**src/hw/rtl/nmr_pkg.sv**
```systemverilog
// ----------------------------------------------------------------------------
// nmr_pkg
// Shared constants, types and helpers of the network MT response block.
// ----------------------------------------------------------------------------
package nmr_pkg;

  localparam int FRAC_BITS = 16;
  localparam int PART_W    = 32;
  localparam int WORD_W    = 64;
  localparam int CNT_W     = 20;
  localparam int ACC_W     = 66;
  localparam int QUO_W     = 34;
  localparam int QDEPTH    = 2;

  localparam logic [1:0] ST_OK       = 2'd0;
  localparam logic [1:0] ST_SINGULAR = 2'd1;
  localparam logic [1:0] ST_DEVZERO  = 2'd2;

  typedef struct packed {
    logic [WORD_W-1:0] hx0;
    logic [WORD_W-1:0] hx1;
    logic [WORD_W-1:0] hy0;
    logic [WORD_W-1:0] hy1;
    logic [WORD_W-1:0] v0;
    logic [WORD_W-1:0] v1;
    logic [WORD_W-1:0] yxo;
    logic [WORD_W-1:0] yyo;
    logic [WORD_W-1:0] sdx;
    logic [WORD_W-1:0] sdy;
    logic [CNT_W-1:0]  base;
    logic              dev_zero;
  } item_t;

  typedef struct packed {
    logic full;
    logic empty;
  } q_stat_t;

  typedef struct packed {
    logic              start;
    logic              neg;
    logic [WORD_W-1:0] num;
    logic [WORD_W-1:0] den;
  } div_req_t;

  typedef struct packed {
    logic              done;
    logic [PART_W-1:0] q;
  } div_rsp_t;

  function automatic logic signed [PART_W-1:0] sat32(logic signed [ACC_W-1:0] v);
    logic signed [ACC_W-1:0] pmax;
    logic signed [ACC_W-1:0] pmin;
    pmax = ACC_W'(64'sd2147483647);
    pmin = -pmax - ACC_W'(64'sd1);
    if (v > pmax) return 32'sh7FFFFFFF;
    else if (v < pmin) return 32'sh80000000;
    else return v[PART_W-1:0];
  endfunction

endpackage

```
**src/hw/rtl/nmr_front.sv**
```systemverilog
// ----------------------------------------------------------------------------
// nmr_front
// Accepts input transactions, assigns data indices, flags zero deviations.
// ----------------------------------------------------------------------------
module nmr_front (
  input  logic                        clk,
  input  logic                        rst,
  input  logic                        in_valid,
  output logic                        in_ready,
  input  logic [nmr_pkg::WORD_W-1:0]  hx_pol0,
  input  logic [nmr_pkg::WORD_W-1:0]  hx_pol1,
  input  logic [nmr_pkg::WORD_W-1:0]  hy_pol0,
  input  logic [nmr_pkg::WORD_W-1:0]  hy_pol1,
  input  logic [nmr_pkg::WORD_W-1:0]  volt_pol0,
  input  logic [nmr_pkg::WORD_W-1:0]  volt_pol1,
  input  logic [nmr_pkg::WORD_W-1:0]  yx_observed,
  input  logic [nmr_pkg::WORD_W-1:0]  yy_observed,
  input  logic [nmr_pkg::WORD_W-1:0]  yx_deviation,
  input  logic [nmr_pkg::WORD_W-1:0]  yy_deviation,
  input  nmr_pkg::q_stat_t            q_stat,
  output logic                        push,
  output nmr_pkg::item_t              push_item
);
  logic [nmr_pkg::CNT_W-1:0] data_counter;

  assign in_ready = !q_stat.full;
  assign push     = in_valid && in_ready;

  always_comb begin
    push_item.hx0      = hx_pol0;
    push_item.hx1      = hx_pol1;
    push_item.hy0      = hy_pol0;
    push_item.hy1      = hy_pol1;
    push_item.v0       = volt_pol0;
    push_item.v1       = volt_pol1;
    push_item.yxo      = yx_observed;
    push_item.yyo      = yy_observed;
    push_item.sdx      = yx_deviation;
    push_item.sdy      = yy_deviation;
    push_item.base     = data_counter;
    push_item.dev_zero = (yx_deviation[63:32] == '0) || (yx_deviation[31:0] == '0) ||
                         (yy_deviation[63:32] == '0) || (yy_deviation[31:0] == '0);
  end

  always_ff @(posedge clk) begin
    if (rst) begin
      data_counter <= '0;
    end else if (push) begin
      data_counter <= data_counter + nmr_pkg::CNT_W'(4);
    end
  end
endmodule

```
**config.mk**
```make
export PLATFORM = sky130hd
export DESIGN_NAME = nmr_front
export DESIGN_NICKNAME = d
export VERILOG_FILES = /design/src/hw/rtl/nmr_pkg.sv /design/src/hw/rtl/nmr_front.sv
export SDC_FILE = /design/constraint.sdc
export NUM_CORES = 1
export LEC_CHECK = 0
export BUFFER_PORTS_ARGS = -buffer_cell sky130_fd_sc_hd__buf_2
export CAP_MARGIN = 15
export CORE_AREA = 3 3 502 504
export CTS_CLUSTER_DIAMETER = 150
export DETAILED_ROUTE_END_ITERATION = 12
export DIE_AREA = 0 0 505 507
export PLACE_DENSITY = 0.3
export SYNTH_ARGS = -nofsm -noshare
export SYNTH_HDL_FRONTEND = slang
export SYNTH_SLANG_ARGS = --single-unit
```
**constraint.sdc**
```tcl
create_clock -name clk -period 2.3 [get_ports clk]
set_clock_uncertainty 0.2 [all_clocks]
set_input_delay 0.345 -clock clk [delete_from_list [all_inputs] [get_ports clk]]
set_output_delay 0.345 -clock clk [all_outputs]
set_load 0.03 [all_outputs]
```
# Yosys cells after proc, flatten, opt, wreduce, memory -nomap -nowiden
# Index checks and enable logic that the tools add are counted.
dict set report word_totals {
  ff_bits 20
  out_inout_bits 663
  wordCells 11
}
dict set report classes {
  addsub 1
  reduce_logical 9
}
# operator n
set ops {}
lappend ops {{zero test 32 bit} 4}
lappend ops {{adder 20 x 3 -> 20 bit (second input constant)} 1}
lappend ops {{logical OR 1 bit} 3}
lappend ops {{logical AND 1 bit} 1}
lappend ops {{zero test 1 bit} 1}

# Longest topological paths before layout
dict set report logic_depth {
  word_depth 4
  mapped_depth 5
}

# Least setup slack after synthesis
# OpenSTA, ideal clock, no wires.
dict set report synth_path {
  kind {reg2reg}
  start {register data_counter[2] in the netlist's numbering}
  end {register data_counter[18] in the netlist's numbering}
  t_arrival_ns 1.963
  required_time_ns 2.029
  path_stages_with_launch 6
  setup_slack_ns 0.066
  setup_time_ns 0.071
  cell_sequence {dfxtp_1 ha_1 nand3b_4 or3_4 or4_1 a21oi_1}
}
dict set report synth_via {
  elab_chain_cells 1
}
# item line_no
set synth_lines {}
lappend synth_lines {{from (decl)} nmr_front.sv:24} ;# logic [nmr_pkg::CNT_W-1:0] data_counter;
lappend synth_lines {{from (signal assigned)} nmr_front.sv:49} ;# data_counter <= data_counter + nmr_pkg::CNT_W'(4);
lappend synth_lines {{adder 20 x 3 -> 20 bit} nmr_front.sv:49}
# Every way passes these cells.
# A chain may end at the register's enable or synchronous reset.

==> results.json <==
{
  "nNetsFinal": 1103,
  "timing.rr.end": "data_counter[19]",
  "insertion_delay_ns": 0.26,
  "area_delta_synth_final_pct": 20.4,
  "holdPathEnd": "data_counter[10]",
  "cts-buffers-inserted": 3,
  "synth_warnings": 0,
  "final_common_cell": "buf_2",
  "grt_use_met3": 0.215,
  "drc_errors": 0,
  "leakage_nw": 1.66,
  "syn_inst": 778,
  "synth.area.top_cells": "buf_4 81%, dfxtp_1 6.1%, nor4_1 3.8%",
  "crit_type": "input pin to output pin",
  "drive_gt1_frac": 0.719,
  "worstMarginPinSlew_ns": 0.545,
  "cts.clk_slew.worst_paths_ns": 0.06,
  "track_usage": 0.112,
  "setup_viol": 1,
  "largest_reg_flops": 18,
  "clock_path_buffers": 2,
  "async_flop_share": 0,
  "syn_avg_cell_area_um2": 7.61,
  "viasPerCell": 1.07,
  "multi_input_area_um2": 733,
  "reg2regPathDepth": 4,
  "htree_num_levels": 1,
  "startpoint_type": "input pin",
  "clock-sinks": 18,
  "path_max_fanout": 2,
  "die_y_um": 507,
  "max_slew_margin": 0.639,
  "yosys.area.top_type_share": 0.814,
  "ir_worst_vdd_mv": 0.146,
  "critPathArrivalTime_ns": 2.01,
  "die_w_um": 505,
  "rsz0062_at_grt": "true",
  "busiest_layer": "met3",
  "grtUsageMet2": 0.179,
  "final_cell_mix": "277 x buf_2, 38 x buf_4, 35 x nor4_1",
  "grt_max_degree": 14,
  "setup_ws_ns": -0.258,
  "wire_per_inst_um": 39.6,
  "timing.max_cap.violations": 0,
  "dp.cells": 3782,
  "largest-register": "data_counter",
  "fmax_mhz": 391,
  "seq_area_um2": 360,
  "drt_iter0_drc": 234,
  "synth-seq-area-share": 0.0608,
  "die_area_um2": 256000,
  "reg_top3": "data_counter: 18 flops",
  "grt_antenna_before_repair": 49,
  "use_met1": 0.0305,
  "final_util": 0.0287,
  "vias": 4084,
  "required_ns": 1.75,
  "synth_cell_type_count": 31,
  "hold_violations": 0,
  "p_per_area_nw_per_um2": 219,
  "cts_hold_buffers": 0,
  "yosysTopAreaCell": "buf_4",
  "routed_wl_mm": 151,
  "portBuffers": 280,
  "pre_cts_ws_ns": -0.566,
  "violations": "negative setup slack",
  "hp-start": "rst",
  "regToRegSetupSlack_ns": 0.11,
  "gp_congestion": 0.802,
  "ys_ff_latch": 18,
  "io_pins": 1308,
  "synth-edff-count": 0,
  "dr.pass1.iters": 4,
  "dp_hpwl_mm": 147,
  "tns_ns": -0.258,
  "final_cells": 3804,
  "slew_viol_final": 0,
  "status": "complete, but fails checks",
  "antenna_left": 0,
  "cts_tree": "yes",
  "timing.rr.start": "data_counter[2]",
  "grt_pass1_wl_mm": 161,
  "num-fill-cells": 29850,
  "grt_pass1_vias": 3973,
  "grt-ovfl-total": 0,
  "cp-end-kind": "output pin",
  "synth.cell_area_um2": 5920,
  "core_area_um2": 248000,
  "hold_ws_ns": 0.264,
  "min_path_type": "input pin to flip-flop",
  "start_util": 0.0239,
  "core.rowCount": 183,
  "period_share": 1.11,
  "synth-main-ff-cell": "dfxtp_1",
  "cts_root_buf": "clkbuf_16",
  "min_path_cells": 2,
  "post-route-min-period_ns": 2.56
}
-- power breakdown --
group          switching (mW)  leakage, nW  internal (mW)  total, mW
Clock                   0.138       0.0443          0.266      0.404
Combinational           0.635         1.47          0.202      0.837
Sequential            0.00284        0.145          0.314      0.317
Total                   0.776         1.66          0.782       1.56
-- how the worst max path moves through the flow --
stage | end | start | cells past startpoint
finish | push_item[0] | yx_deviation[16] | 8
CTS | push_item[0] | yx_deviation[16] | 8
floorplan | data_counter[18] | data_counter[2] | 5
detailed placement | push_item[0] | yx_deviation[19] | 8
global route | push_item[0] | yx_deviation[16] | 8
global placement | push_item[0] | yx_deviation[19] | 8
-- layout make-up --
class / instances / area share
diodes: 18 / 0.00632
multi-input cells: 111 / 0.103
inverters: 5 / 0.00263
clock buffers: 4 / 0.0125
flip-flops and latches: 18 / 0.0505
repair buffers: 318 / 0.241
well taps: 3330 / 0.584
-- worst max-delay path, stage by stage --
cell and delay, ns:
buf_8 0.10, nor4_4 0.29, buf_4 0.17, nand4_1 0.37, o22ai_1 0.26, buf_4 0.17, or2_4 0.15, buf_12 0.13
-- synthesized netlist by cell type (2+ instances only) --
cell type,n
a21oi_1,5
buf_4,642
clkbuf_1,2
dfxtp_1,18
inv_1,5
nand2_1,4
nand3_1,3
nand4_1,10
nor2_1,13
nor2b_1,2
nor3_1,2
nor4_1,36
o21ai_0,3
o22ai_1,2
o31ai_1,2
or3_1,4
or4_1,2
xnor2_1,8
xor2_1,3
-- per-layer routing --
| layer | part of all wire | wire length, um |
|---|---|---|
| met1 | 0.096 | 14400 |
| met2 | 0.44 | 66900 |
| met3 | 0.41 | 61500 |
| met4 | 0.048 | 7230 |
| met5 | 0.0038 | 570 |
-- metrics by stage --
stage / power, mW / cell area [um^2]
after floorplan: 2.45 / 5930
after detailed placement: 1.21 / 6960
after global placement: 1.21 / 6960
final: 1.56 / 7130
after global routing: 1.63 / 7090
after CTS: 1.63 / 7080
-- cells by family after synthesis --
| group | count (synthesis) | share of synthesized area |
|---|---|---|
| xor+xnor | 11 | 0.0163 |
| mux | 2 | 0.00359 |
| buf+inv | 650 | 0.819 |
| other cells | 1 | 0.000633 |
| flops | 18 | 0.0609 |
| fa+ha+maj | 1 | 0.00211 |
| compound gates | 12 | 0.0114 |
| simple gates | 83 | 0.0862 |
-- repair_timing --
| item | CTS | global route |
|---|---|---|
| setup buffers | 0 | 0 |
| pin swaps | 3 | 2 |
| setup endpoints to repair | 1 | 1 |
| gates resized for setup | 6 | 1 |
Note: power is estimated with default switching activity, not from simulation.
