==> src/hw/rtl/nmr_pkg.sv <==
// ----------------------------------------------------------------------------
// nmr_pkg
// Shared constants, types and helpers of the network MT response block.
// ----------------------------------------------------------------------------
package nmr_pkg;

  localparam int FRAC_BITS = 16;
  localparam int PART_W    = 32;
  localparam int WORD_W    = 64;
  localparam int CNT_W     = 20;
  localparam int ACC_W     = 66;
  localparam int QUO_W     = 34;
  localparam int QDEPTH    = 2;

  localparam logic [1:0] ST_OK       = 2'd0;
  localparam logic [1:0] ST_SINGULAR = 2'd1;
  localparam logic [1:0] ST_DEVZERO  = 2'd2;

  typedef struct packed {
    logic [WORD_W-1:0] hx0;
    logic [WORD_W-1:0] hx1;
    logic [WORD_W-1:0] hy0;
    logic [WORD_W-1:0] hy1;
    logic [WORD_W-1:0] v0;
    logic [WORD_W-1:0] v1;
    logic [WORD_W-1:0] yxo;
    logic [WORD_W-1:0] yyo;
    logic [WORD_W-1:0] sdx;
    logic [WORD_W-1:0] sdy;
    logic [CNT_W-1:0]  base;
    logic              dev_zero;
  } item_t;

  typedef struct packed {
    logic full;
    logic empty;
  } q_stat_t;

  typedef struct packed {
    logic              start;
    logic              neg;
    logic [WORD_W-1:0] num;
    logic [WORD_W-1:0] den;
  } div_req_t;

  typedef struct packed {
    logic              done;
    logic [PART_W-1:0] q;
  } div_rsp_t;

  function automatic logic signed [PART_W-1:0] sat32(logic signed [ACC_W-1:0] v);
    logic signed [ACC_W-1:0] pmax;
    logic signed [ACC_W-1:0] pmin;
    pmax = ACC_W'(64'sd2147483647);
    pmin = -pmax - ACC_W'(64'sd1);
    if (v > pmax) return 32'sh7FFFFFFF;
    else if (v < pmin) return 32'sh80000000;
    else return v[PART_W-1:0];
  endfunction

endpackage

==> src/hw/rtl/nmr_queue.sv <==
// ----------------------------------------------------------------------------
// nmr_queue
// Short transaction queue between the front and back parts.
// ----------------------------------------------------------------------------
module nmr_queue (
  input  logic             clk,
  input  logic             rst,
  input  logic             push,
  input  nmr_pkg::item_t   push_item,
  input  logic             pop,
  output nmr_pkg::item_t   head,
  output nmr_pkg::q_stat_t q_stat
);
  localparam int PTR_W = (nmr_pkg::QDEPTH > 1) ? $clog2(nmr_pkg::QDEPTH) : 1;
  localparam int CW    = $clog2(nmr_pkg::QDEPTH + 1);

  nmr_pkg::item_t   mem [nmr_pkg::QDEPTH];
  logic [PTR_W-1:0] wr_ptr;
  logic [PTR_W-1:0] rd_ptr;
  logic [CW-1:0]    count;

  assign q_stat.full  = (count == CW'(nmr_pkg::QDEPTH));
  assign q_stat.empty = (count == '0);
  assign head         = mem[rd_ptr];

  always_ff @(posedge clk) begin
    if (push) begin
      mem[wr_ptr] <= push_item;
    end
  end

  always_ff @(posedge clk) begin
    if (rst) begin
      wr_ptr <= '0;
      rd_ptr <= '0;
      count  <= '0;
    end else begin
      if (push) begin
        wr_ptr <= (wr_ptr == PTR_W'(nmr_pkg::QDEPTH - 1)) ? '0 : wr_ptr + PTR_W'(1);
      end
      if (pop) begin
        rd_ptr <= (rd_ptr == PTR_W'(nmr_pkg::QDEPTH - 1)) ? '0 : rd_ptr + PTR_W'(1);
      end
      case ({push, pop})
        2'b10:   count <= count + CW'(1);
        2'b01:   count <= count - CW'(1);
        default: count <= count;
      endcase
    end
  end
endmodule

==> config.mk <==
export PLATFORM = sky130hd
export DESIGN_NAME = nmr_queue
export DESIGN_NICKNAME = d
export VERILOG_FILES = /design/src/hw/rtl/nmr_pkg.sv /design/src/hw/rtl/nmr_queue.sv
export SDC_FILE = /design/constraint.sdc
export NUM_CORES = 1
export LEC_CHECK = 0
export ABC_CLOCK_PERIOD_IN_PS = 61700
export BUFFER_PORTS_ARGS = -buffer_cell sky130_fd_sc_hd__buf_2
export CAP_MARGIN = 20
export CORE_AREA = 5 5 509 511
export DETAILED_ROUTE_END_ITERATION = 6
export DIE_AREA = 0 0 514 516
export GPL_ROUTABILITY_DRIVEN = 1
export PLACE_DENSITY_LB_ADDON = 0.15
export SLEW_MARGIN = 20
export SYNTH_ARGS = -nofsm -noshare
export SYNTH_HDL_FRONTEND = slang
export SYNTH_SLANG_ARGS = --single-unit
export TNS_END_PERCENT = 100
==> constraint.sdc <==
create_clock -name clk -period 61.7 [get_ports clk]
set_input_delay 15.425 -clock clk [delete_from_list [all_inputs] [get_ports clk]]
set_output_delay 15.425 -clock clk [all_outputs]
set_load 0.03 [all_outputs]
---- Word level (Yosys, flattened, before mapping) ----
Memory sizes are Yosys's and may differ from the RTL's. A register that Yosys moved wholly into a read port is not among the register bits.
Cells that the tools add are included.
word-level totals
  flip-flop bits (word level) ............. 4
  latch bits .............................. 0
  RAM bits ................................ 1322
  bits in read-only memories .............. 0
  output and inout port bits .............. 663
  logic and storage cells ................. 20
  memories ................................ 1
operators by class
  add/subtract/negate cells ............... 4
  multipliers ............................. 0
  div/mod/pow operators ................... 0
  order comparisons ....................... 0
  equal/unequal tests ..................... 3
  shifts and indexed selects .............. 0
  multiplexer cells ....................... 7
  bitwise logic cells ..................... 0
  reduce and logical (&&, ||, !) cells .... 2
memories
  memory  depth  width  rd ports  clocked after memory_dff  write ports  line             text
  mem     2      661    1         1                         1            nmr_queue.sv:17  nmr_pkg::item_t mem [nmr_pkg::QDEPTH];
operators by type and width
  cell                                                                   count
  1-bit two-way mux                                                      6
  2-bit equality test, second input constant                             2
  2-bit one-hot mux with 2 select lines                                  1
  1-bit adder, second input constant                                     2
  2-bit by 1-bit adder with 2-bit output, second input constant          1
  2-bit by 1-bit equality test with 1-bit output, second input constant  1
  2-bit zero test                                                        1
  2-bit nonzero test                                                     1
  2-bit by 1-bit subtractor with 2-bit output, second input constant     1

---- Longest topological paths before layout ----
  depth in word-level cells ............... 4
  mapped depth ............................ 5
  mapped depth without buffers ............ 5

---- Worst setup path before layout ----
Ideal clock, no wire load.
  kind .................................... input to register
  start point ............................. input push
  end point ............................... memory mem[0][0] (netlist name) (enable)
  setup time .............................. 1723 ps
  arrival ................................. 43133 ps
  required time ........................... 59977 ps
  setup slack ............................. 16844 ps
  cell stages on the path ................. 2
  cells stage by stage .................... inv_1 nor2_1
between the ends
  cells in the longest elaborated chain, start to end .. 2
RTL lines
  element                                  line             text
  start: declaration                       nmr_queue.sv:8   input logic push,
  1-bit two-way mux                        nmr_queue.sv:27  if (push) begin
  1-bit two-way mux (not written as such)  nmr_queue.sv:28  mem[wr_ptr] <= push_item;
  end: declaration                         nmr_queue.sv:17
Every way passes these cells.

==> flow_summary.rst <==
.. list-table::
   :header-rows: 1

   * - Metric
     - Value
   * - Outcome
     - finished, final reports clean
   * - Remaining Overflow, GRT
     - 0
   * - Depth of the worst register-to-register path
     - 5
   * - Initial antenna violation count
     - roughly 160
   * - TritonCTS clock tree
     - yes
   * - Number of top-level design ports
     - 1328
   * - Initial core utilization
     - 0.194
   * - Sinks on the clock net
     - between 1000 and 1500
   * - Endpoint with the worst hold slack
     - count[1]
   * - Maxcap violations
     - 0
   * - Combinational group share of total power
     - 0.146
   * - Highest-count cells in the layout ignoring fill and taps
     - buf_2, edfxtp_1, mux2_2
   * - Most common library cell in the layout ignoring fill and taps
     - buf_2
   * - CP cell instances
     - buf_4, buf_4, buf_4, buf_4, mux2_2, buf_2
   * - Summed instance area of the synthesized netlist
     - ~0.049 sq mm
   * - Height of the chip
     - just over 500 um
   * - Hold path startpoint
     - count[1]
   * - Synthesized instance count
     - approximately 2100
   * - Classification of the worst setup path
     - register to output pin
   * - Count of state elements after synthesis
     - about 1300
   * - Drt drc
     - 0
   * - Worst ir drop on vdd
     - roughly 0.000023 V
   * - DR WL/cell
     - ~25 um
   * - CP peak stage delay
     - ~0.88 ns
   * - Largest net degree at the start of global routing
     - 136
   * - Share of the yosys chip area belonging to registers
     - 0.811
   * - CTS-repair resized insts
     - 0
   * - Sequential cell fraction of total power
     - 0.470
   * - Number of input and output port buffers inserted
     - 1327
   * - Avg Inst Size Synth
     - between 20 and 25 sq um
   * - Number of failing hold endpoints at the final stage
     - 0
   * - Leakage power
     - 23.8 nW
   * - Final Routed Wirelength
     - 177000 um
   * - HPWL after detailed placement
     - 133000 um
   * - Standard-cell row count
     - approximately 190
   * - Total via count in the routed design
     - between 20000 and 30000
   * - Share of the clock period used by the worst path
     - 0.336
   * - Clock Root Buffer
     - clkbuf_16
   * - Required time at the endpoint of the critical path
     - 46.27 ns
   * - Post-detailed-route count of antenna-violating nets
     - 0
   * - Via count of the first global-routing pass
     - roughly 28000
   * - Area delta synth->final
     - 31.5%
   * - Initial DRT Pass Iterations
     - 7
   * - Endpoints failing setup
     - 0
   * - Largest buffer count on any clock path
     - 3
   * - Highest attainable clock frequency
     - around 0.048 GHz
   * - Clock H-tree levels
     - 4
   * - Cell variety after synth
     - 17
   * - Net count reported at finish
     - 4195
   * - Gp weighted congestion
     - between 0.7 and 0.8
   * - Unrepaired setup endpoints after global routing
     - false
   * - Hold path cells
     - 2
   * - Final instance area
     - about 0.065 sq mm
   * - Slowest CP cell
     - buf_4
   * - Clock Skew
     - 0.0479 ns
   * - Class of the tightest hold or removal check
     - register to register
   * - Aggregate global-route resource usage
     - 0.127
   * - Sum of negative setup slack
     - 0 ns
   * - Net switching power
     - 0.616 mW
   * - Highest net fanout along the worst path
     - 63
   * - Die Span X
     - roughly 510 um
   * - Final critical delay including setup and external delays
     - about 21 ns
   * - Worst setup slack for register-to-register paths
     - approximately 57 ns
   * - Yosys warnings
     - 0
   * - Cell Pwr Density
     - 35.2 mW/mm^2
   * - Share of total power consumed by net switching
     - 0.271
   * - Post-CTS repair timing setup buffer count
     - 0
   * - Area of the die
     - 0.265 sq mm
   * - Tightest slew margin relative to the limit
     - 0.308
   * - Clock slew at the register clock pins of the worst setup and hold paths
     - around 0.060 ns
   * - DR iter-0 viols
     - roughly 1300
   * - Endpoint of the worst register-to-register path
     - mem[0][388]
   * - Power share of the clock group
     - 0.384
   * - Area post-placement
     - about 0.060 sq mm
   * - Number of clock buffers inserted by TritonCTS
     - 161
   * - Startpoint class of the critical path
     - register
   * - Post-detailed-route via-to-cell ratio
     - ~3.7
   * - Global-route wire length before repair
     - ~230000 um
   * - Startpoint of the most critical register-to-register path
     - wr_ptr
   * - Standard cell core area
     - 0.253 sq mm
   * - Post-Synthesis Net Count
     - approximately 2700
   * - Clock latency of the later-clocked register in the worst-skew pair
     - between 0.7 and 0.8 ns
   * - Hold Buf Count CTS
     - 0
   * - Top cell by count, worst path
     - buf_4
   * - Count of pins over their slew limit
     - 0
   * - Internal power contribution
     - ~1.7 mW
   * - Smallest hold slack
     - roughly 0.51 ns
   * - Transition time of the tightest slew-check pin
     - between 1 and 1.5 ns
   * - Ratio of cells with drive above 1 in the final layout
     - 0.610
   * - Data arrival time of the worst path
     - 5.30 ns
   * - Crit path capture type
     - output pin
-- cells in the mapped netlist (all sizes together) --
| cell type | n | share of area |
|---|---|---|
| dfxtp | 5 | 0.0020 |
| xnor2 | 3 | 0.00054 |
| edfxtp | 1322 | 0.81 |
| ha | 1 | 0.00025 |
| mux2 | 661 | 0.17 |
| a21oi | 1 | 0.00010 |
| o21ai | 1 | 0.00010 |
| nor2 | 6 | 0.00046 |
| and2 | 1 | 0.00013 |
| buf | 74 | 0.013 |
| nor2b | 1 | 0.00013 |
| inv | 1 | 0.000076 |
| or3 | 1 | 0.00013 |
| xor2 | 1 | 0.00018 |
-- power by group through the flow --
stage,sequential (mW),combinational (mW),clock (mW)
final,1.07,0.332,0.872
after global routing,1.07,0.351,0.950
after CTS,1.07,0.342,0.911
after detailed placement,1.09,0.341,0
after global placement,1.09,0.341,0
after floorplan,1.13,0.214,0
-- registers in the layout, indices dropped and copies added (netlist names), named ones only --
signal,flops
rd_ptr,1
mem,1322
count,2
wr_ptr,1
-- routing by layer --
| metal | share of wire | GRT usage | up-vias |
|---|---|---|---|
| met1 | 0.35 | 0.130 | 12800 |
| met3 | 0.13 | 0.0750 | 431 |
| met5 | 0.0040 | 0 | - |
| met2 | 0.48 | 0.214 | 1178 |
| li1 | - | - | 11300 |
| met4 | 0.039 | 0.0455 | 118 |
-- how the worst max path moves through the flow --
stage,startpoint,endpoint
2_1_floorplan,push,mem[0][0]
5_1_grt,register,head[79]
3_3_place_gp,push,mem[0][394]
6_report,register,head[118]
4_1_cts,register,head[118]
3_5_place_dp,push,mem[0][395]
-- kinds of logic after synthesis --
logic type,share of synthesized area
flip-flops,0.811
multiplexers,0.174
buffers and inverters,0.0134
AND/OR/NAND/NOR,0.000841
XOR/XNOR,0.000714
AO/OA/AOI/OAI,0.000204
adder cells (fa/ha/maj),0.000255
-- area by class of cell --
class,count,area (sq um)
Timing Repair Buffer,1361,6930
Tap cell,3366,4210
Antenna cell,52,130
Inverter,1,3.75
Clock buffer,208,4230
Sequential cell,1327,39800
Multi-Input combinational cell,677,8640
Fill cell,26100,189000
Clock inverter,75,614
-- critical path, delay by kind of cell, from the launching register on --
| kind | cells | cell delay, ns |
|---|---|---|
| DFF | 1 | 0.51 |
| muxes | 1 | 0.42 |
| buffers and inverters | 5 | 3.37 |
-- metrics by stage --
stage | cells | total power [mW] | utilization | setup WS [ns]
detailed placement | 6732 | 1.43 | 0.235 | 41.50
global placement | 6732 | 1.43 | 0.235 | 41.45
CTS | 7015 | 2.32 | 0.254 | 40.74
global route | 7030 | 2.37 | 0.254 | 40.60
finish | 7067 | 2.27 | 0.255 | 40.97
floorplan | 2079 | 1.35 | - | 16.84
No activity file was read; power rests on OpenSTA's default activity.
