<file path="src/hw/rtl/nmr_pkg.sv">
// ----------------------------------------------------------------------------
// nmr_pkg
// Shared constants, types and helpers of the network MT response block.
// ----------------------------------------------------------------------------
package nmr_pkg;

  localparam int FRAC_BITS = 16;
  localparam int PART_W    = 32;
  localparam int WORD_W    = 64;
  localparam int CNT_W     = 20;
  localparam int ACC_W     = 66;
  localparam int QUO_W     = 34;
  localparam int QDEPTH    = 2;

  localparam logic [1:0] ST_OK       = 2'd0;
  localparam logic [1:0] ST_SINGULAR = 2'd1;
  localparam logic [1:0] ST_DEVZERO  = 2'd2;

  typedef struct packed {
    logic [WORD_W-1:0] hx0;
    logic [WORD_W-1:0] hx1;
    logic [WORD_W-1:0] hy0;
    logic [WORD_W-1:0] hy1;
    logic [WORD_W-1:0] v0;
    logic [WORD_W-1:0] v1;
    logic [WORD_W-1:0] yxo;
    logic [WORD_W-1:0] yyo;
    logic [WORD_W-1:0] sdx;
    logic [WORD_W-1:0] sdy;
    logic [CNT_W-1:0]  base;
    logic              dev_zero;
  } item_t;

  typedef struct packed {
    logic full;
    logic empty;
  } q_stat_t;

  typedef struct packed {
    logic              start;
    logic              neg;
    logic [WORD_W-1:0] num;
    logic [WORD_W-1:0] den;
  } div_req_t;

  typedef struct packed {
    logic              done;
    logic [PART_W-1:0] q;
  } div_rsp_t;

  function automatic logic signed [PART_W-1:0] sat32(logic signed [ACC_W-1:0] v);
    logic signed [ACC_W-1:0] pmax;
    logic signed [ACC_W-1:0] pmin;
    pmax = ACC_W'(64'sd2147483647);
    pmin = -pmax - ACC_W'(64'sd1);
    if (v > pmax) return 32'sh7FFFFFFF;
    else if (v < pmin) return 32'sh80000000;
    else return v[PART_W-1:0];
  endfunction

endpackage

</file>
<file path="src/hw/rtl/nmr_div.sv">
// ----------------------------------------------------------------------------
// nmr_div
// Radix-2 restoring divider: rounded, saturated fixed-point quotient.
// ----------------------------------------------------------------------------
module nmr_div (
  input  logic              clk,
  input  logic              rst,
  input  nmr_pkg::div_req_t req,
  output nmr_pkg::div_rsp_t rsp
);
  localparam int NW = nmr_pkg::WORD_W + nmr_pkg::FRAC_BITS + 1;
  localparam int HW = NW - nmr_pkg::QUO_W;
  localparam int W  = nmr_pkg::WORD_W;
  localparam int QW = nmr_pkg::QUO_W;
  localparam int CTW = $clog2(QW + 1);

  logic [NW-1:0]   nfull;
  logic [HW-1:0]   hi;
  logic            busy;
  logic [CTW-1:0]  cnt;
  logic [W-1:0]    rem;
  logic [QW-1:0]   bits;
  logic [QW-1:0]   quot;
  logic            ovf;
  logic            neg;
  logic [W-1:0]    den;
  logic [W:0]      rem2;
  logic            ge;
  logic [QW:0]     qr_full;
  logic [QW-1:0]   qr;
  logic [QW-1:0]   lim;
  logic [QW-1:0]   qm;
  logic [nmr_pkg::PART_W-1:0] qres;

  assign nfull = {req.num, (nmr_pkg::FRAC_BITS + 1)'(0)};
  assign hi    = nfull[NW-1:QW];
  assign rem2  = {rem, bits[QW-1]};
  assign ge    = rem2 >= {1'b0, den};

  assign qr_full = (QW + 1)'(quot) + (QW + 1)'(1);
  assign qr      = qr_full[QW:1];
  assign lim     = neg ? QW'(34'h080000000) : QW'(34'h07FFFFFFF);
  assign qm      = (ovf || (qr > lim)) ? lim : qr;
  assign qres    = neg ? -qm[nmr_pkg::PART_W-1:0] : qm[nmr_pkg::PART_W-1:0];

  always_ff @(posedge clk) begin
    if (rst) begin
      busy     <= 1'b0;
      cnt      <= '0;
      rsp.done <= 1'b0;
    end else begin
      rsp.done <= 1'b0;
      if (req.start) begin
        busy <= 1'b1;
        cnt  <= CTW'(QW);
        rem  <= W'(hi);
        bits <= nfull[QW-1:0];
        quot <= '0;
        ovf  <= W'(hi) >= req.den;
        neg  <= req.neg;
        den  <= req.den;
      end else if (busy) begin
        if (cnt != '0) begin
          rem  <= ge ? W'(rem2 - {1'b0, den}) : rem2[W-1:0];
          bits <= {bits[QW-2:0], 1'b0};
          quot <= {quot[QW-2:0], ge};
          cnt  <= cnt - CTW'(1);
        end else begin
          busy     <= 1'b0;
          rsp.done <= 1'b1;
          rsp.q    <= qres;
        end
      end
    end
  end
endmodule

</file>
<file path="config.mk">
export PLATFORM = sky130hd
export DESIGN_NAME = nmr_div
export DESIGN_NICKNAME = d
export VERILOG_FILES = /design/src/hw/rtl/nmr_pkg.sv /design/src/hw/rtl/nmr_div.sv
export SDC_FILE = /design/constraint.sdc
export NUM_CORES = 1
export LEC_CHECK = 0
export BUFFER_PORTS_ARGS = -buffer_cell sky130_fd_sc_hd__buf_2
export CAP_MARGIN = 10
export CORE_MARGIN = 2
export CORE_UTILIZATION = 66
export DETAILED_ROUTE_END_ITERATION = 6
export GPL_TIMING_DRIVEN = 0
export PLACE_DENSITY_LB_ADDON = 0.08
export SLEW_MARGIN = 25
export SYNTH_ARGS = -nofsm -noshare
export SYNTH_HDL_FRONTEND = slang
export SYNTH_SLANG_ARGS = --single-unit
</file>
<file path="constraint.sdc">
create_clock -name clk -period 20.5 [get_ports clk]
set_input_delay 0 -clock clk [delete_from_list [all_inputs] [get_ports clk]]
set_output_delay 0 -clock clk [all_outputs]
set_load 0.02 [all_outputs]
</file>
### After elaboration in Yosys (flattened, before gate mapping)

Index checks and enable logic that the tools add are counted.

* add/subtract/negate cells: 4
* $lt $le $gt $ge: 3
* multiplexer cells: 19
* bitwise operators: 4
* reduce and logical (&&, ||, !) cells: 11

Operators with widths (count)
* $mux W64: 3
* $mux W34: 5
* $mux W32: 3
* $ge A65 B64 Y1: 1
* $ge A47 B64 Y1: 1
* $sub A64 B64 Y64: 1
* $mux W47: 1
* $add A34 B1 Y35 const B: 1
* $gt A34 B32 Y1: 1
* $mux W33: 1
* $neg A32 Y32: 1
* $mux W6: 3
* $reduce_and A2 Y1: 3
* $reduce_bool A6 Y1: 1
* $sub A6 B1 Y6 const B: 1
* $not A1 Y1: 4
* $reduce_and A4 Y1: 1
* $reduce_bool A2 Y1: 2
* $mux W1: 3
* $reduce_and A3 Y1: 1
* $reduce_or A3 Y1: 1
* $reduce_or A2 Y1: 1
* $logic_or A1 B1 Y1: 1

* flip-flop bits (word level): 238
* input bits: 132
* output and inout bits: 33
* word-level logic and storage cells: 54

### Depth between registers and ports, before layout

Gate-level depths: netlist of the first run.

* depth in word-level cells: 7
* depth in mapped cells: 27
* mapped depth without buffers: 25

### Worst setup path after synthesis of the first run

Ideal clock, no wire load.

* path type: register to register
* start point: reg cnt[0]
* end point: reg bits[17] (enable)
* setup time: 590 ps
* data arrival time: 5914 ps
* data required time: 19910 ps
* path slack: 13996 ps
* stages on the path, launching flop included: 8
* path buffers: 1
* period minus slack after synthesis: 6504 ps
* cell sequence: dfxtp_1 inv_1 ha_1 and3_1 nor2b_1 clkbuf_1 nor2_1 nor2_1

* word-level cells in the longest chain between the ends: 3

Ends and longest elaborated chain
* start, declared: line nmr_div.sv:20 `logic [CTW-1:0] cnt;`
* start signal, assigned: line nmr_div.sv:55 `cnt <= CTW'(QW);`
* start signal, assigned: line nmr_div.sv:67 `cnt <= cnt - CTW'(1);`
* $reduce_bool A6 Y1: line nmr_div.sv:63 `if (cnt != '0) begin`
* $reduce_bool A2 Y1 (no source line)
* $reduce_and A3 Y1 (no source line)
* end signal, assigned: line nmr_div.sv:57 `bits <= nfull[QW-1:0];`
* end signal, assigned: line nmr_div.sv:65 `bits <= {bits[QW-2:0], 1'b0};`
* end, declared: line nmr_div.sv:22 `logic [QW-1:0] bits;`

No other way between the ends.
A chain may end at the register's enable or synchronous reset.

### Worst setup path after layout of the first run

* start point: reg quot[0]
* end point: reg rsp[30] (netlist name) (data pin)

* word-level cells in the longest chain between the ends: 6

Ends and longest elaborated chain
* start, declared: line nmr_div.sv:23 `logic [QW-1:0] quot;`
* start signal, assigned: line nmr_div.sv:66 `quot <= {quot[QW-2:0], ge};`
* $add A34 B1 Y35 (*): line nmr_div.sv:40 `assign qr_full = (QW + 1)'(quot) + (QW + 1)'(1);`
* $gt A34 B32 Y1: line nmr_div.sv:43 `assign qm = (ovf || (qr > lim)) ? lim : qr;`
* $logic_or A1 B1 Y1: line nmr_div.sv:43
* $mux W32 (*): line nmr_div.sv:43
* named net qm[0]: line nmr_div.sv:32 `logic [QW-1:0] qm;`
* $neg A32 Y32 (*): line nmr_div.sv:44 `assign qres = neg ? -qm[nmr_pkg::PART_W-1:0] : qm[nmr_pkg::PART_W-1:0];`
* $mux W32 (*): line nmr_div.sv:44
* named net qres (one bit): line nmr_div.sv:33 `logic [nmr_pkg::PART_W-1:0] qres;`
* end, declared: line nmr_div.sv:9 `output nmr_pkg::div_rsp_t rsp`

Mark *: on every way through the listed nets, which the timed path passes. The rest lies on a longest branch.

==> results.ini, run 1 <==
[cells_and_area]
layout_commonest_cell=edfxtp_1
final_cell_mix=213 x edfxtp_1, 184 x buf_2, 153 x inv_1
nets=2355
drive_gt1_share_pct=15.2
fillers=1408
seq_area_mm2=0.00656
multi_input_area_mm2=0.00907
syn_to_final_growth_pct=21.3

[clocking]
cts_buffers=25
cts_max_level=1
cts_resized=0
clkTransAtPathRegs_ns=0.06
cts_hold_buf=130
clk_latency_ns=0.55
cts_buffer_depth=3
root_buffer=clkbuf_16
postCtsSetupBuffers=0
cts_tree=yes
cts_sinks=221

[detailed_routing]
drtIter0Drc=1854
wl_per_cell_um=22.4
vias=15900
totalWireLength_um=54200
vias_per_cell=6.57
drt_pre_antenna_iters=7
ant_nets=0
drc=0

[global_route]
grt_max_degree=33
gr-usage-met1_pct=46.7
use_met2_pct=70.3
grt_overflow_total=0
grt_pass1_wl_um=83900
grt_use_met3_pct=6.56
antenna_found_initial=1
globalRouteTotalUtil_pct=40.8
busiest_layer=met2
grt_pass1_vias=15800

[setup_path]
worstSetupPathType=register to register
crit_fanout=10
end_kind=register
crit_path_frequent_cell=ha_1
cpPeakStageDelay_ns=0.69
startpoint_type=register
worst_ep_required_time_ns=20.84
worstPathArrival_ns=7.64
cp_slowest_cell=nor4_1

[synth]
syn_nets=2028
ys_ff_latch=221
synthArstFlopShare_pct=0
netlist_area_mm2=0.0165
syn_avg_cell_area_um2=9.45
synth-warning-count=0
synth-edff-count=213
yosys.area.top_type_share_pct=38.7
yosysSeqAreaShare_pct=39.7
ys_types=97
netlist_instances=1748
synthFlopType=edfxtp_1
synthTopCellsByArea=edfxtp_1 39%, ha_1 11%, a21oi_1 4.2%
yosys.area.top_type=edfxtp_1

[flow_run]
maxCapViolations=0

[floorplan]
start_util_pct=67.5
pin_count=165
design.die.area_mm2=0.0263
die_h_um=162
coreArea_mm2=0.0245
num_rows=57
die_w_um=162

[timing]
slew_headroom_pct=23.5
rsz0062_at_grt=false
min_period_over_period_pct=35.6
drv_slew=0
finalSetupTns_ns=0
period_needed_ns=7.30
setup_viol=0
fin_hold_ws_ns=0.179
clock.fmax_mhz=137
skew_ns=0.0135
tightest_slew_ns=1.15
hold_violations=0

[worst_hold_path]
hold_class=input pin to register

[power_and_ir_drop]
irDropWorstVdd_mv=0.0686
power_density_mw_per_mm2=73.7
p_leak_nw=8.46

[place]
numPortBuffers=163
globalplace.congestion=0.929
dpl.hpwl_um=35400

[status]
status=finished clean

state kept, by name (all words and copies together) (netlist names):
name,count
neg,1
busy,1
rsp,33
rem,64
cnt,6
bits,17
den,64
quot,34
ovf,1
critical path: cells and delay by family (launching register included):
kind                       cells  cell delay (ns)
and+or+nand+nor               10             2.49
AOI/OAI and AO/OA              7             1.71
buffers and inverters          5             1.03
adders and majority gates      3             0.95
DFF                            1             0.49
xor gates and xnor gates       1             0.24
muxes                          1             0.17
worst paths after layout:
check,startpoint,end,slack (ns),depth (start not counted)
max reg2reg,quot[0],rsp[30],13.20,27
min,req[128],neg,0.18,2
min reg2reg,busy,rsp[32],0.49,1
max,quot[0],rsp[30],13.20,27
cells in the mapped netlist, types with 7 or more instances:
master    instances
o21ai_0         107
nand3_1          40
nand2b_1         18
xnor2_1          47
mux2_2           39
a21o_1           48
nor2_1          117
a211o_1           9
a21oi_1         138
mux2i_1          18
nor2b_1          42
o31ai_1           9
o22ai_1           8
o211ai_1         15
dfxtp_1           8
and3_1           23
a31oi_1          22
nor4_1           12
edfxtp_1        213
nand2_1         139
xor2_1           39
nor3_1           37
buf_2            21
a311oi_1          7
clkbuf_1         41
o21bai_1          7
nand4_1          40
inv_1           153
and4_1            9
ha_1            147
o21a_1           22
and2_1           10
a211oi_1         13
where the power goes:
part           switching (mW)  internal (mW)  total [mW]
logic                   0.272          0.178       0.450
registers              0.0198          0.538       0.558
clock network           0.196          0.273       0.469
total                   0.488          0.989        1.48
kinds of logic (layout without fill, tap and decap cells):
group,count (synthesis),after routing,share of synthesized area [%]
other,0,2,0
adder cells (fa/ha/maj),148,148,11.3
XOR/XNOR,88,88,4.76
AND/OR/NAND/NOR,538,538,16.9
AO/OA/AOI/OAI,466,466,18.0
flip-flops,221,221,39.7
multiplexers,58,58,3.82
buffers and inverters,229,574,5.50
routing by layer:
layer  share of wire (%)  routed length [µm]  vias to the layer above
met2                  48               26000                     1050
li1                    -                   -                     7097
met3                 8.3                4510                      299
met1                  36               19400                     7458
met5                   0                   0                        -
met4                 7.8                4250                        0
area by class of cell:
| type | count | share of cell area [%] |
|---|---|---|
| Sequential cell | 221 | 32.7 |
| Antenna cell | 2 | 0.0250 |
| Multi-Input combinational cell | 1298 | 45.3 |
| Tap cell | 324 | 2.02 |
| Clock buffer | 28 | 3.18 |
| Buffer | 73 | 1.61 |
| Clock inverter | 17 | 0.943 |
| Timing Repair Buffer | 300 | 11.3 |
| Inverter | 156 | 2.92 |
metrics by stage:
| step | util [%] | setup WS (ns) | cell area, µm² | instances | total power [mW] |
|---|---|---|---|---|---|
| global route | 81.9 | 12.88 | 20000 | 2418 | 1.52 |
| floorplan | - | 14.00 | 16500 | 1748 | 0.847 |
| finish | 81.9 | 13.20 | 20000 | 2419 | 1.48 |
| detailed placement | 73.2 | 13.54 | 17900 | 2242 | 0.963 |
| CTS | 81.9 | 13.49 | 20000 | 2417 | 1.44 |
| global placement | 72.5 | 11.55 | 17700 | 2235 | 0.949 |
No activity file was read; power rests on OpenSTA's default activity.
==> run 2: changes to the inputs <==
--- a/config.mk
+++ b/config.mk
@@ -5,10 +5,11 @@
 export SDC_FILE = /design/constraint.sdc
 export NUM_CORES = 1
 export LEC_CHECK = 0
+export ABC_AREA = 1
 export BUFFER_PORTS_ARGS = -buffer_cell sky130_fd_sc_hd__buf_2
 export CAP_MARGIN = 10
 export CORE_MARGIN = 2
-export CORE_UTILIZATION = 66
+export CORE_UTILIZATION = 55
 export DETAILED_ROUTE_END_ITERATION = 6
 export GPL_TIMING_DRIVEN = 0
 export PLACE_DENSITY_LB_ADDON = 0.08
==> constraint.sdc (replaced) <==
create_clock -name clk -period 6.3 [get_ports clk]
set_input_delay 0 -clock clk [delete_from_list [all_inputs] [get_ports clk]]
set_output_delay 0 -clock clk [all_outputs]
set_load 0.02 [all_outputs]
==> run 2 against run 1 <==
Utilization fell by 14 points. Fmax rose by 32%. Global-route usage decreased by 7.9 points. Sequential share of layout area fell by 0.94 points. Sequential power grew to 3.2 times the previous value. Critical endpoint is now rsp[10]. Largest cell class unchanged. Highest routed layer unchanged.
==> results.ini, run 2 <==
[status]
status=finished clean

[power_and_ir_drop]
clock_power_share_pct=29.7  ; -2.1 points
p_leak_nw=9.61  ; +14%
pwr-share-seq_pct=38.8  ; +1.0 points
p_total_mw=4.64  ; +210%
irDropWorstVdd_mv=0.203  ; +200%
power_density_mw_per_mm2=225  ; +200%
power_frac_comb_pct=31.5  ; +1.0 points
p_sw_mw=1.59  ; +230%
internal-power_mw=3.04  ; +210%
switching_share_pct=34.4  ; +1.4 points

[clocking]
root_buffer=clkbuf_16
cts_buffers=25  ; unchanged
postCtsSetupBuffers=0  ; unchanged
cts_buffer_depth=3  ; unchanged
cts_max_level=1  ; unchanged
clk_latency_ns=0.54  ; about the same
cts_tree=yes
clkTransAtPathRegs_ns=0.06  ; about the same
cts_sinks=221  ; unchanged
cts_resized=0  ; unchanged

[floorplan]
num_rows=64  ; +12%
pin_count=165  ; unchanged
die_w_um=180  ; +11%
design.die.area_mm2=0.0324  ; +23%
coreArea_mm2=0.0305  ; +25%
die_h_um=180  ; +11%
start_util_pct=55.8  ; -12 points

[detailed_routing]
vias_per_cell=5.63  ; -14%
met2WireLength_um=27000  ; +4.0%
totalWireLength_um=54300  ; +0.35%
m1WireLength_um=21700  ; +12%
drt_pre_antenna_iters=7  ; unchanged
ant_nets=0  ; unchanged
drtIter0Drc=1275  ; -31%
wl_per_cell_um=18.4  ; -18%
vias=16700  ; +4.8%
wl_met3_um=3230  ; -28%
drc=0  ; unchanged
routed.top_layer=met4

[synth]
synthFlopType=edfxtp_1
synth_mux_area_share_pct=0  ; -3.8 points
synth_xor_area_share_pct=4.42  ; -0.34 points
yosys-top-cells-count=498 x nand2_1, 365 x inv_1, 225 x nor2_1
yosys.area_share.simple_pct=23.7  ; +6.7 points
yosys.area.top_type=edfxtp_1
synth-edff-count=213  ; unchanged
synth_top_family_by_area=simple AND/OR/NAND/NOR gates
syn_avg_cell_area_um2=7.70  ; -18%
netlist_area_mm2=0.0170  ; +3.2%
synthArstFlopShare_pct=0  ; unchanged
ys_ff_latch=221  ; unchanged
synth_compound_area_share_pct=12.9  ; -5.1 points
ys_types=51  ; -47%
synthAdderAreaFrac_pct=10.9  ; -0.34 points
synthTopCellsByArea=edfxtp_1 38%, nand2_1 11%, ha_1 11%
yosys.area.top_type_share_pct=37.5  ; -1.2 points
synth-warning-count=0  ; unchanged
yosysMostFrequentCell=nand2_1
netlist_instances=2212  ; +27%
syn_nets=2492  ; +23%
yosysSeqAreaShare_pct=38.5  ; -1.2 points

[setup_path]
cpPeakStageDelay_ns=0.40  ; -0.29 ns
cp_slowest_cell=edfxtp_1
worst_ep_required_time_ns=6.59  ; -14.25 ns
end_kind=register
worstPathArrival_ns=5.82  ; -1.82 ns
startpoint_type=register
crit_fanout=10  ; unchanged
worstSetupPathType=register to register

[place]
dp_cells=2781  ; +24%
globalplace.congestion=0.942  ; +1.4%
dp_slack_ns=0.933  ; -12.60 ns
dpl.hpwl_um=39500  ; +12%
numPortBuffers=163  ; unchanged

[timing]
finalSetupTns_ns=0  ; unchanged
fin_hold_ws_ns=0.168  ; -0.0104 ns
drv_slew=0  ; unchanged
slew_headroom_pct=34.0  ; +10 points
setup_viol=0  ; unchanged
rsz0062_at_grt=false
clock.fmax_mhz=181  ; +32%
period_needed_ns=5.53  ; -1.77 ns
fin_ws_ns=0.768  ; -12.43 ns
skew_ns=0.0170  ; +0.00352 ns
min_period_over_period_pct=87.8  ; +52 points
hold_violations=0  ; unchanged
tightest_slew_ns=0.990  ; -0.157 ns

[cells_and_area]
final_cell_count_no_fill=2961  ; +22%
largest_registers=den x64, rem x64, quot x34
final_cell_mix=498 x nand2_1, 365 x inv_1, 223 x nor2_1
fillers=2503  ; +78%
drive_gt1_share_pct=10.4  ; -4.8 points
layout_commonest_cell=nand2_1
seq_area_mm2=0.00656  ; unchanged
nets=2823  ; +20%
multi_input_area_mm2=0.00887  ; -2.2%
syn_to_final_growth_pct=21.0

[global_route]
grt_pass1_vias=16700  ; +5.2%
globalRouteTotalUtil_pct=32.9  ; -7.9 points
grt_pass1_wl_um=85800  ; +2.3%
antenna_found_initial=4  ; +3
grt_overflow_total=0  ; unchanged
grt_max_degree=32  ; -3.0%

[worst_hold_path]
hold_class=input pin to register

[flow_run]
maxCapViolations=0  ; unchanged

[run 2: cell count changes after synthesis, sizes merged, moves of 18 or more]
cell	before	now
nor2b	42	0
a21o	48	8
mux2i	18	0
clkbuf	44	23
inv	155	367
nor2	118	233
nand2b	18	0
and3	25	3
o211ai	15	35
nor3	42	24
nand2	141	508
mux2	40	0
nand3	41	123
[run 2: cell families (layout without fill, tap and decap cells)]
logic type	count (synthesis)	count (layout)
AND/OR/NAND/NOR	950	950
AO/OA/AOI/OAI	388	388
adder cells (fa/ha/maj)	148	148
other	0	5
buffers and inverters	419	767
flip-flops	221	221
XOR/XNOR	86	86
[run 2: final timing paths]
kind | depth (start not counted) | start | to | slack (ns)
setup reg to reg | 33 | quot[0] | rsp[10] | 0.77
hold / removal | 2 | req[128] | neg | 0.17
setup / recovery | 33 | quot[0] | rsp[10] | 0.77
hold reg to reg | 1 | busy | rsp[32] | 0.49
[run 2: metal layers]
| metal | vias to the layer above | GRT usage (%) |
|---|---|---|
| met4 | 0 | 13.9 |
| met2 | 714 | 59.6 |
| met1 | 7740 | 39.4 |
| met3 | 165 | 3.97 |
| met5 | - | 0 |
| li1 | 8043 | - |
[run 2: worst max-delay path, delay by kind of cell (launching register included)]
family	cells	cell delay (ns)
and+or+nand+nor	21	2.92
xor gates and xnor gates	1	0.16
AOI/OAI and AO/OA	3	0.55
DFF	1	0.40
buffers and inverters	5	0.57
adders and majority gates	3	0.65
[run 2: metrics by stage]
stage               cell area, µm²  utilization (%)
floorplan                    17000                -
global placement             18300             60.1
detailed placement           18600             60.8
CTS                          20600             67.5
global route                 20600             67.6
finish                       20600             67.6
[run 2: final cells by class]
type	count	area share, %
flip-flops and latches	221	31.8
diodes	5	0.0607
inverters	367	6.68
well taps	396	2.40
clock inverters	16	0.504
repair buffers	304	11.2
clock buffers	28	3.09
plain buffers	52	1.24
multi-input cells	1572	43.0
[run 2: power by group through the flow]
stage | clock network (mW) | logic [mW] | registers [mW]
3_5_place_dp | 0 | 1.34 | 1.83
5_1_grt | 1.45 | 1.62 | 1.81
6_report | 1.38 | 1.46 | 1.80
3_3_place_gp | 0 | 1.30 | 1.84
2_1_floorplan | 0 | 0.939 | 1.83
4_1_cts | 1.38 | 1.41 | 1.80
[run 2: timing repair]
item | in CTS | in global routing
hold buffers | 130 | 0
endpoints found under the setup margin | 0 | 0
hold endpoints to repair | 152 | 0
==> run 3: changes to the inputs <==
--- a/config.mk
+++ b/config.mk
@@ -13,6 +13,7 @@
 export DETAILED_ROUTE_END_ITERATION = 6
 export GPL_TIMING_DRIVEN = 0
 export PLACE_DENSITY_LB_ADDON = 0.08
+export RECOVER_POWER = 25
 export SLEW_MARGIN = 25
 export SYNTH_ARGS = -nofsm -noshare
 export SYNTH_HDL_FRONTEND = slang
==> run 3 against run 2 <==
Sequential share of layout area is 0.19 points higher. Fmax hardly changed. Clock skew hardly changed. Setup slack better by 0.00073 ns. Combinational power hardly changed. Critical path type unchanged.
==> results.ini, run 3 (synthesis results as in run 2) <==
[setup_path]
crit_fanout=10  ; unchanged
end_kind=register
worstPathArrival_ns=5.82  ; about the same
startpoint_type=register
worstSetupPathType=register to register
reg2reg_depth=33  ; unchanged
cpPeakStageDelay_ns=0.40  ; about the same
worst_ep_required_time_ns=6.59  ; about the same
cp_slowest_cell=edfxtp_1

[clocking]
cts_tree=yes
cts_buffer_depth=3  ; unchanged
cts_max_level=1  ; unchanged
cts_buffers=25  ; unchanged
clk_latency_ns=0.54  ; about the same
cts_hold_buf=130  ; unchanged
clkTransAtPathRegs_ns=0.06  ; about the same
cts_resized=0  ; unchanged
postCtsSetupBuffers=0  ; unchanged
root_buffer=clkbuf_16
cts_sinks=221  ; unchanged

[detailed_routing]
drc=0  ; unchanged
drtIter0Drc=1304  ; +2.3%
vias=16700  ; +0.24%
totalWireLength_um=54300  ; about the same
wl_per_cell_um=18.3  ; about the same
drt_pre_antenna_iters=6  ; -1
vias_per_cell=5.64  ; +0.27%
ant_nets=0  ; unchanged

[worst_hold_path]
hold_class=input pin to register
hold_path_depth=2  ; unchanged

[power_and_ir_drop]
power_density_mw_per_mm2=226  ; +0.44%
p_leak_nw=9.36  ; -2.7%
p_total_mw=4.63  ; -0.16%
irDropWorstVdd_mv=0.203  ; -0.12%

[flow_run]
maxCapViolations=0  ; unchanged

[floorplan]
pin_count=165  ; unchanged
coreArea_mm2=0.0305  ; unchanged
design.die.area_mm2=0.0324  ; unchanged
start_util_pct=55.8  ; unchanged
die_w_um=180  ; unchanged
num_rows=64  ; unchanged
die_h_um=180  ; unchanged

[timing]
fin_ws_ns=0.769  ; +0.000726 ns
drv_slew=0  ; unchanged
min_period_over_period_pct=87.8  ; about the same
setup_viol=0  ; unchanged
hold_violations=0  ; unchanged
skew_ns=0.0165  ; -0.000492 ns
slew_headroom_pct=32.2  ; -1.9 points
rsz0062_at_grt=false
clock.fmax_mhz=181  ; about the same
period_needed_ns=5.53  ; -0.000726 ns
tightest_slew_ns=1.02  ; +0.0278 ns

[cells_and_area]
final_cell_count_no_fill=2960  ; -0.034%
drive_gt1_share_pct=6.76  ; -3.7 points
largest_registers=den x64, rem x64, quot x34
fillers=2543  ; +1.6%
layout_commonest_cell=nand2_1
final_cell_mix=498 x nand2_1, 365 x inv_1, 223 x nor2_1
syn_to_final_growth_pct=20.3
fin_area_mm2=0.0205  ; -0.60%
nets=2823  ; unchanged

[global_route]
globalRouteTotalUtil_pct=32.9  ; unchanged
grt_max_degree=32  ; unchanged
grt_pass1_wl_um=85800  ; unchanged
grt_pass1_vias=16700  ; unchanged
antenna_found_initial=4  ; unchanged
grt_overflow_total=0  ; unchanged

[place]
dpl.hpwl_um=39500  ; unchanged
dp_cells=2781  ; unchanged
numPortBuffers=163  ; unchanged
globalplace.congestion=0.942  ; unchanged
place_area_mm2=0.0186  ; unchanged
dp_slack_ns=0.933  ; unchanged

[status]
status=finished clean

-- run 3: changes by cell type in the layout (fill, tap and decap cells not counted) --
| cell | change |
|---|---|
| buf_2 | -93 |
| diode_2 | -1 |
| clkbuf_1 | +95 |
| nor3b_1 | +1 |
| buf_1 | -2 |
| nor3b_2 | -1 |
-- run 3: worst paths after layout --
check	startpoint	end	slack, ns
setup reg to reg	quot[0]	rsp[10]	0.77
hold reg to reg	cnt[3]	cnt[3]	0.49
hold / removal	req[128]	neg	0.17
setup / recovery	quot[0]	rsp[10]	0.77
-- run 3: power by group --
part           internal (mW)  switching [mW]  leakage (nW)
clock network          0.762           0.613         0.367
logic                  0.527           0.927          6.92
registers               1.75          0.0535          2.07
total                   3.04            1.59          9.36
-- run 3: area by class of cell --
cell class,instances,area [µm²],area share (%)
Multi-Input combinational cell,1572,8860,43.2
Sequential cell,221,6560,32.0
Buffer,52,256,1.25
Antenna cell,4,10.0,0.0488
Clock inverter,16,104,0.507
Inverter,367,1380,6.72
Clock buffer,28,637,3.11
Tap cell,396,495,2.42
Timing Repair Buffer,304,2200,10.7
-- run 3: critical path: cells and delay by family, from the launching register on --
| family | cells | cell delay [ns] |
|---|---|---|
| simple gates | 21 | 2.92 |
| fa+ha+maj | 3 | 0.66 |
| buf+inv | 5 | 0.57 |
| compound gates | 3 | 0.55 |
| flops | 1 | 0.40 |
| xor+xnor | 1 | 0.16 |
-- run 3: metrics by stage --
| stage | setup TNS, ns | hold slack (ns) | utilization, % |
|---|---|---|---|
| CTS | 0 | 0.150 | 67.5 |
| global route | 0 | 0.160 | 67.2 |
| detailed placement | 0 | 0.179 | 60.8 |
| floorplan | 0 | 0.0724 | - |
| finish | 0 | 0.170 | 67.2 |
| global placement | -299.43 | 0.178 | 60.1 |
-- run 3: routing by layer --
metal  share of wire (%)  track usage (%)  routed length (µm)  vias up
met5                   0                0                   0        -
met4                 4.6             13.9                2490        0
met3                 5.9             3.97                3200      180
met2                  50             59.6               27000      721
met1                  40             39.4               21600     7755
li1                    -                -                   -     8046
